`config.mk`:
```
export PLATFORM = sky130hd
export DESIGN_NAME = vss_seq
export DESIGN_NICKNAME = d
export VERILOG_FILES = /design/src/rtl/vss_pkg.sv /design/src/rtl/vss_seq.sv
export SDC_FILE = /design/constraint.sdc
export NUM_CORES = 1
export LEC_CHECK = 0
export ABC_AREA = 1
export BUFFER_PORTS_ARGS = -buffer_cell sky130_fd_sc_hd__buf_2
export CAP_MARGIN = 20
export CORE_MARGIN = 3
export CORE_UTILIZATION = 44
export DETAILED_ROUTE_END_ITERATION = 8
export GPL_ROUTABILITY_DRIVEN = 0
export PLACE_DENSITY = 0.83
export SYNTH_ARGS = -nofsm -noshare
export SYNTH_HDL_FRONTEND = slang
export SYNTH_SLANG_ARGS = --single-unit
```
`constraint.sdc`:
```
create_clock -name clk -period 2.7 [get_ports clk]
set_input_delay 0.27 -clock clk [delete_from_list [all_inputs] [get_ports clk]]
set_output_delay 0.27 -clock clk [all_outputs]
set_load 0.01 [all_outputs]
```
`src/rtl/vss_pkg.sv`:
```
// Shared constants, codes and types for the versioned set with snapshot scan.
// No dependencies; every other file imports this package.
package vss_pkg;

	localparam int CAPACITY = 64;
	localparam int SLOT_W   = $clog2(CAPACITY);
	localparam int CNT_W    = $clog2(CAPACITY + 1);
	localparam int KEY_W    = 32;
	localparam int VER_W    = 32;

	localparam logic [VER_W-1:0] VERSION_MAX = 32'hFFFF_FFFE;

	localparam logic [1:0] REQ_ADD      = 2'd0;
	localparam logic [1:0] REQ_REMOVE   = 2'd1;
	localparam logic [1:0] REQ_CONTAINS = 2'd2;
	localparam logic [1:0] REQ_ENUM     = 2'd3;

	localparam logic [1:0] STATUS_OK    = 2'd0;
	localparam logic [1:0] STATUS_FALSE = 2'd1;
	localparam logic [1:0] STATUS_FULL  = 2'd2;

	typedef logic [SLOT_W-1:0] slot_idx_t;

	typedef struct packed {
		logic      rd_en;
		slot_idx_t rd_addr;
		slot_idx_t pres_addr;
	} store_rd_t;

	typedef struct packed {
		logic                     key_we;
		logic                     added_we;
		logic                     removed_we;
		logic                     set_present;
		logic                     clr_present;
		slot_idx_t                addr;
		logic signed [KEY_W-1:0]  key;
		logic [VER_W-1:0]         added;
		logic [VER_W-1:0]         removed;
	} store_wr_t;

	typedef struct packed {
		logic signed [KEY_W-1:0]  key;
		logic [VER_W-1:0]         added;
		logic [VER_W-1:0]         removed;
		logic                     present;
	} store_rsp_t;

	typedef struct packed {
		logic [1:0]               status;
		logic signed [KEY_W-1:0]  key_out;
		logic                     key_valid;
		logic                     last;
		logic [VER_W-1:0]         version_now;
	} rsp_t;

endpackage

```
`src/rtl/vss_seq.sv`:
```
// Request sequencer: slot scan, key and liveness compare, version counter
// and the final update of each request. Depends on vss_pkg.
module vss_seq import vss_pkg::*; (
	input  logic                    clk,
	input  logic                    arst_n,
	input  logic                    in_valid,
	output logic                    in_ready,
	input  logic [1:0]              in_req_type,
	input  logic signed [KEY_W-1:0] in_key,
	input  logic [VER_W-1:0]        in_query_version,
	input  logic                    out_free,
	output logic                    push_valid,
	output rsp_t                    push,
	output store_rd_t               rd,
	output store_wr_t               wr,
	input  store_rsp_t              rsp
);

	typedef enum logic [2:0] {
		ST_IDLE   = 3'b001,
		ST_SCAN   = 3'b010,
		ST_FINISH = 3'b100
	} state_t;

	state_t                  state_q;
	logic [1:0]              req_q;
	logic signed [KEY_W-1:0] key_q;
	logic [VER_W-1:0]        qv_q;
	logic [CNT_W-1:0]        ptr_q;
	logic [CNT_W-1:0]        count_q;
	logic [VER_W-1:0]        ver_q;
	logic                    valid_s1;
	slot_idx_t               idx_s1;
	logic                    found_q;
	slot_idx_t               found_idx_q;
	logic                    pend_valid_q;
	logic signed [KEY_W-1:0] pend_key_q;

	logic             is_enum;
	logic             hit;
	logic             live;
	logic             stall;
	logic             issue;
	logic             scan_done;
	logic             push_scan;
	logic             fin_go;
	logic             full;
	logic             claim;
	logic [VER_W-1:0] ver_bump;
	logic [1:0]       fin_status;
	logic [VER_W-1:0] fin_ver;

	assign is_enum   = (req_q == REQ_ENUM);
	assign hit       = (state_q == ST_SCAN) && valid_s1 && !is_enum && (rsp.key == key_q);
	assign live      = (state_q == ST_SCAN) && valid_s1 && is_enum && (rsp.added <= qv_q)
		&& (rsp.present || (rsp.removed > qv_q));
	assign stall     = live && pend_valid_q && !out_free;
	assign issue     = (state_q == ST_SCAN) && (ptr_q != count_q) && !hit && !stall;
	assign scan_done = (state_q == ST_SCAN) && (ptr_q == count_q) && !hit && !stall;
	assign push_scan = live && pend_valid_q && out_free;
	assign fin_go    = (state_q == ST_FINISH) && out_free;
	assign full      = (count_q == CNT_W'(CAPACITY));
	assign ver_bump  = (ver_q == VERSION_MAX) ? ver_q : ver_q + 1'b1;
	assign in_ready  = (state_q == ST_IDLE);

	assign rd.rd_en     = issue;
	assign rd.rd_addr   = ptr_q[SLOT_W-1:0];
	assign rd.pres_addr = (state_q == ST_FINISH) ? found_idx_q : idx_s1;

	always_comb begin
		wr          = '0;
		wr.addr     = found_idx_q;
		wr.key      = key_q;
		wr.added    = ver_bump;
		wr.removed  = '0;
		fin_status  = STATUS_FALSE;
		fin_ver     = ver_q;
		claim       = 1'b0;
		case (req_q)
			REQ_ADD: begin
				fin_ver = ver_bump;
				if (found_q) begin
					if (!rsp.present) begin
						fin_status     = STATUS_OK;
						wr.added_we    = fin_go;
						wr.removed_we  = fin_go;
						wr.set_present = fin_go;
					end
				end else if (!full) begin
					fin_status     = STATUS_OK;
					claim          = fin_go;
					wr.addr        = count_q[SLOT_W-1:0];
					wr.key_we      = fin_go;
					wr.added_we    = fin_go;
					wr.removed_we  = fin_go;
					wr.set_present = fin_go;
				end else begin
					fin_status = STATUS_FULL;
				end
			end
			REQ_REMOVE: begin
				if (found_q && rsp.present) begin
					fin_status     = STATUS_OK;
					fin_ver        = ver_bump;
					wr.removed     = ver_bump;
					wr.removed_we  = fin_go;
					wr.clr_present = fin_go;
				end
			end
			REQ_CONTAINS: begin
				if (found_q && rsp.present) begin
					fin_status = STATUS_OK;
				end
			end
			default: begin
				if (pend_valid_q) begin
					fin_status = STATUS_OK;
				end
			end
		endcase
	end

	always_comb begin
		push_valid = push_scan || fin_go;
		if (push_scan) begin
			push.status      = STATUS_OK;
			push.key_out     = pend_key_q;
			push.key_valid   = 1'b1;
			push.last        = 1'b0;
			push.version_now = ver_q;
		end else begin
			push.status      = fin_status;
			push.key_out     = (is_enum && pend_valid_q) ? pend_key_q : '0;
			push.key_valid   = is_enum && pend_valid_q;
			push.last        = 1'b1;
			push.version_now = fin_ver;
		end
	end

	always_ff @(posedge clk or negedge arst_n) begin
		if (!arst_n) begin
			state_q      <= ST_IDLE;
			ptr_q        <= '0;
			count_q      <= '0;
			ver_q        <= '0;
			valid_s1     <= 1'b0;
			found_q      <= 1'b0;
			pend_valid_q <= 1'b0;
		end else begin
			case (state_q)
				ST_IDLE: begin
					if (in_valid) begin
						state_q      <= ST_SCAN;
						ptr_q        <= '0;
						valid_s1     <= 1'b0;
						found_q      <= 1'b0;
						pend_valid_q <= 1'b0;
					end
				end
				ST_SCAN: begin
					if (hit) begin
						found_q  <= 1'b1;
						valid_s1 <= 1'b0;
						state_q  <= ST_FINISH;
					end else if (!stall) begin
						valid_s1 <= issue;
						if (issue) begin
							ptr_q <= ptr_q + 1'b1;
						end
						if (live) begin
							pend_valid_q <= 1'b1;
						end
						if (scan_done) begin
							state_q <= ST_FINISH;
						end
					end
				end
				ST_FINISH: begin
					if (fin_go) begin
						ver_q   <= fin_ver;
						state_q <= ST_IDLE;
						if (claim) begin
							count_q <= count_q + 1'b1;
						end
					end
				end
				default: begin
					state_q <= ST_IDLE;
				end
			endcase
		end
	end

	always_ff @(posedge clk) begin
		if (in_valid && in_ready) begin
			req_q <= in_req_type;
			key_q <= in_key;
			qv_q  <= in_query_version;
		end
		if (issue) begin
			idx_s1 <= ptr_q[SLOT_W-1:0];
		end
		if (hit) begin
			found_idx_q <= idx_s1;
		end
		if (live && !stall) begin
			pend_key_q <= rsp.key;
		end
	end

endmodule

```
==> key figures <==
Status
  • Status: finished, violations left
  • Failing checks: setup timing

Finish
  • Fin util: 62.57%
  • Share of cells above drive strength 1: 32.54%
  • Fill cells: 1869
  • Commonest non-fill, non-tap cell in the layout: buf_2
  • Nets: 1942
  • Register area: 4606 sq um
  • Most frequent cells in the layout: buf_2, nand2_1, inv_1
  • Area Overhead vs Synth: 37.36%
  • Multi-input gate area: 5225 sq um

Timing
  • Final Hold Viols: 0
  • Fmax: 310.0 MHz
  • Slew HR: 44.33%
  • Final setup viols: 69
  • Setup Skew: 13.01 ps
  • Slew @ Worst Pin: 835.1 ps
  • WHS: 16.37 ps
  • Final worst setup slack: -526.0 ps
  • Minimum clock period: 3226 ps
  • Crit share post-route: 119.5%
  • RSZ-0062 raised after global routing: true
  • Max Slew Vio Count: 0

GRT
  • Vias in the first global route: 10177
  • Pin count of the biggest net entering global routing: 69
  • GRT overflow: 0
  • Global-route wire length before repair: 51.53 mm
  • GR Util All Layers: 24.99%
  • Initial antenna violation count: 8

Worst setup path
  • CP Class: reg2out
  • Reg2reg end: pend_key_q[18]
  • Worst path cell trace: inv_2 -> ha_4 -> nand2_2 -> nor2_4 -> nand4_1 -> nor3b_2 -> nand3b_1 -> a21oi_2 -> and2_4 -> nand3_4 -> clkbuf_16 -> nand2_2 -> o21ai_2 -> buf_2
  • Worst EP arrival: 2960 ps
  • Setup crit start kind: register
  • CP dominant cell by count: nand2_2
  • Reg2reg setup slack: -110 ps
  • Worst reg2reg startpoint: qv_q[20]
  • R2R cell count: 15
  • WP data required: 2430 ps
  • CP max-delay cell: edfxtp_1
  • Critical path peak fanout: 8
  • Setup crit end kind: output pin
  • CP max stage delay: 360 ps

Power and ir drop
  • Max IR drop VDD: 456.6 uV
  • Power share of the clock group: 20.7%
  • NetSw: 0.005343 W
  • Combinational share of power: 48.4%
  • P per Cell Area: 841.3 nW/um^2
  • Leakage: 7.329 nW
  • Sequential share of power: 30.9%
  • Switch share: 44.16%
  • Internal Power: 0.006756 W
  • Overall Power: 0.01210 W

Place
  • # port buffers: 356
  • DP Wirelength: 25.67 mm
  • Pre-CTS WS: 76.52 ps

Drt
  • DRT iter0 DRCs: 1244
  • Drt via density: 5.409
  • First drt pass iteration count: 7
  • Detail Route Antenna Nets: 0
  • Drt total wl: 37.37 mm
  • DRC: 0
  • Routed wire length per instance: 18.36 um
  • Detailed-route via count: 11008

Yosys
  • Yosys warns: 0
  • Yosys top cell area share: 31.55%
  • Synthesized area: 10470 sq um
  • Mean post-synth cell area: 8.135 sq um
  • Cell taking the most area after synthesis: edfxtp_1
  • Register bit total from synthesis: 162
  • Register area share after synthesis: 43.99%
  • Area contributors post-synth: edfxtp_1, dfrtp_1, nand2_1
  • Cells after Synth: 1287
  • Netlist cell types: 44
  • Syn nets: 1527

Die
  • Core area: 22980 sq um
  • Die area: 25680 sq um
  • Die height: 160.3 um
  • Cell row count: 55
  • Top-level I/O count: 357
  • Die Width: 160.3 um
  • Initial Util: 45.55%

CTS
  • Root Buffer: clkbuf_16
  • TritonCTS Buffers: 17
  • Max clock buf depth: 2
  • TritonCTS clock tree: yes
  • H-tree depth: 4
  • Worst-path clk slew: 80 ps
  • CTS Sinks: 162
  • Clk Latency, worst-skew pair: 430 ps

Run
  • Number of max-cap violations: 0

Min path
  • WHS Endpoint: key_q[2]
  • Min-delay src: in_key[2]
  • Worst Hold Depth: 1
  • Hold Crit Class: in2reg
[Yosys cell counts, drive strengths merged]
library cell,number
nand4,20
o2111ai,2
o22ai,4
o211ai,18
nor2,125
nor3,32
clkinv,1
a21o,3
xnor2,14
edfxtp,110
dfstp,1
nand2,317
nand3b,2
buf,22
ha,73
nor4,16
o21ai,105
and2,1
nor3b,1
or2,7
nand3,38
inv,212
a2111oi,1
clkbuf,20
o21a,2
xor2,42
a21oi,47
dfrtp,51
[flip-flops by register name (all words and copies together), names as in the netlist, 2 cells and up]
| name | flops |
|---|---|
| found_idx_q | 6 |
| ver_q | 32 |
| count_q | 7 |
| pend_key_q | 32 |
| req_q | 2 |
| ptr_q | 7 |
| qv_q | 32 |
| state_q | 3 |
| idx_s1 | 6 |
| key_q | 32 |
[repair_timing]
item	4_1_cts	5_1_grt
endpoints found under the hold margin	55	8
buffers inserted	5	8
pin swaps	3	17
endpoints found under the setup margin	41	114
resized for setup	13	109
hold buffers	24	8
cloned	0	14
[worst max-delay path, delay by kind of cell (launching register included)]
family / cells / cell delay (ps)
flip-flops: 1 / 360
AO/OA/AOI/OAI: 2 / 270
adder cells (fa/ha/maj): 1 / 270
buffers and inverters: 3 / 460
AND/OR/NAND/NOR: 8 / 1160
[metal layers]
metal	wire length (um)	track usage, %
met1	13700	30.68
met3	3864	5.525
met5	7	0
met4	1879	10.14
met2	17920	42.71
[logic make-up (layout without fill, tap and decap cells)]
logic type,Yosys count,in the layout,share of synthesized area [%]
fa+ha+maj,73,73,8.724
xor+xnor,56,56,4.685
compound gates,182,182,10.04
simple gates,559,560,22.69
buf+inv,255,682,9.871
other cells,0,7,0
flops,162,162,43.99
[worst max path at each step]
stage,endpoint,from,depth (start not counted)
finish,push[25],qv_q[20],14
global route,push[25],qv_q[21],14
CTS,push[26],qv_q[27],16
detailed placement,push[24],rsp[56],13
global placement,push[24],rsp[12],14
floorplan,pend_key_q[0],qv_q[23],11
[layout make-up]
cell class	instances	area share (%)
repair buffers	437	18.98
clock inverters	15	1.227
clock buffers	17	2.958
diodes	7	0.1218
multi-input cells	871	36.33
inverters	213	5.638
well taps	313	2.723
flip-flops and latches	162	32.03
[metrics by stage]
stage | instance area (sq um) | instances | TNS (ps)
after floorplan | 10470 | 1287 | 0
after global placement | 12650 | 1938 | 0
after detailed placement | 12650 | 1938 | 0
after CTS | 13590 | 1999 | -11310
after global routing | 14380 | 2035 | -32030
final | 14380 | 2035 | -20320
[power groups by stage]
stage,clock (W),sequential (W),combinational [W]
2_1_floorplan,0,0.00369,0.00330
3_3_place_gp,0,0.00372,0.00508
3_5_place_dp,0,0.00375,0.00520
5_1_grt,0.00264,0.00379,0.00639
6_report,0.00250,0.00374,0.00585
4_1_cts,0.00253,0.00371,0.00530
Note: power is estimated with default switching activity, not from simulation.
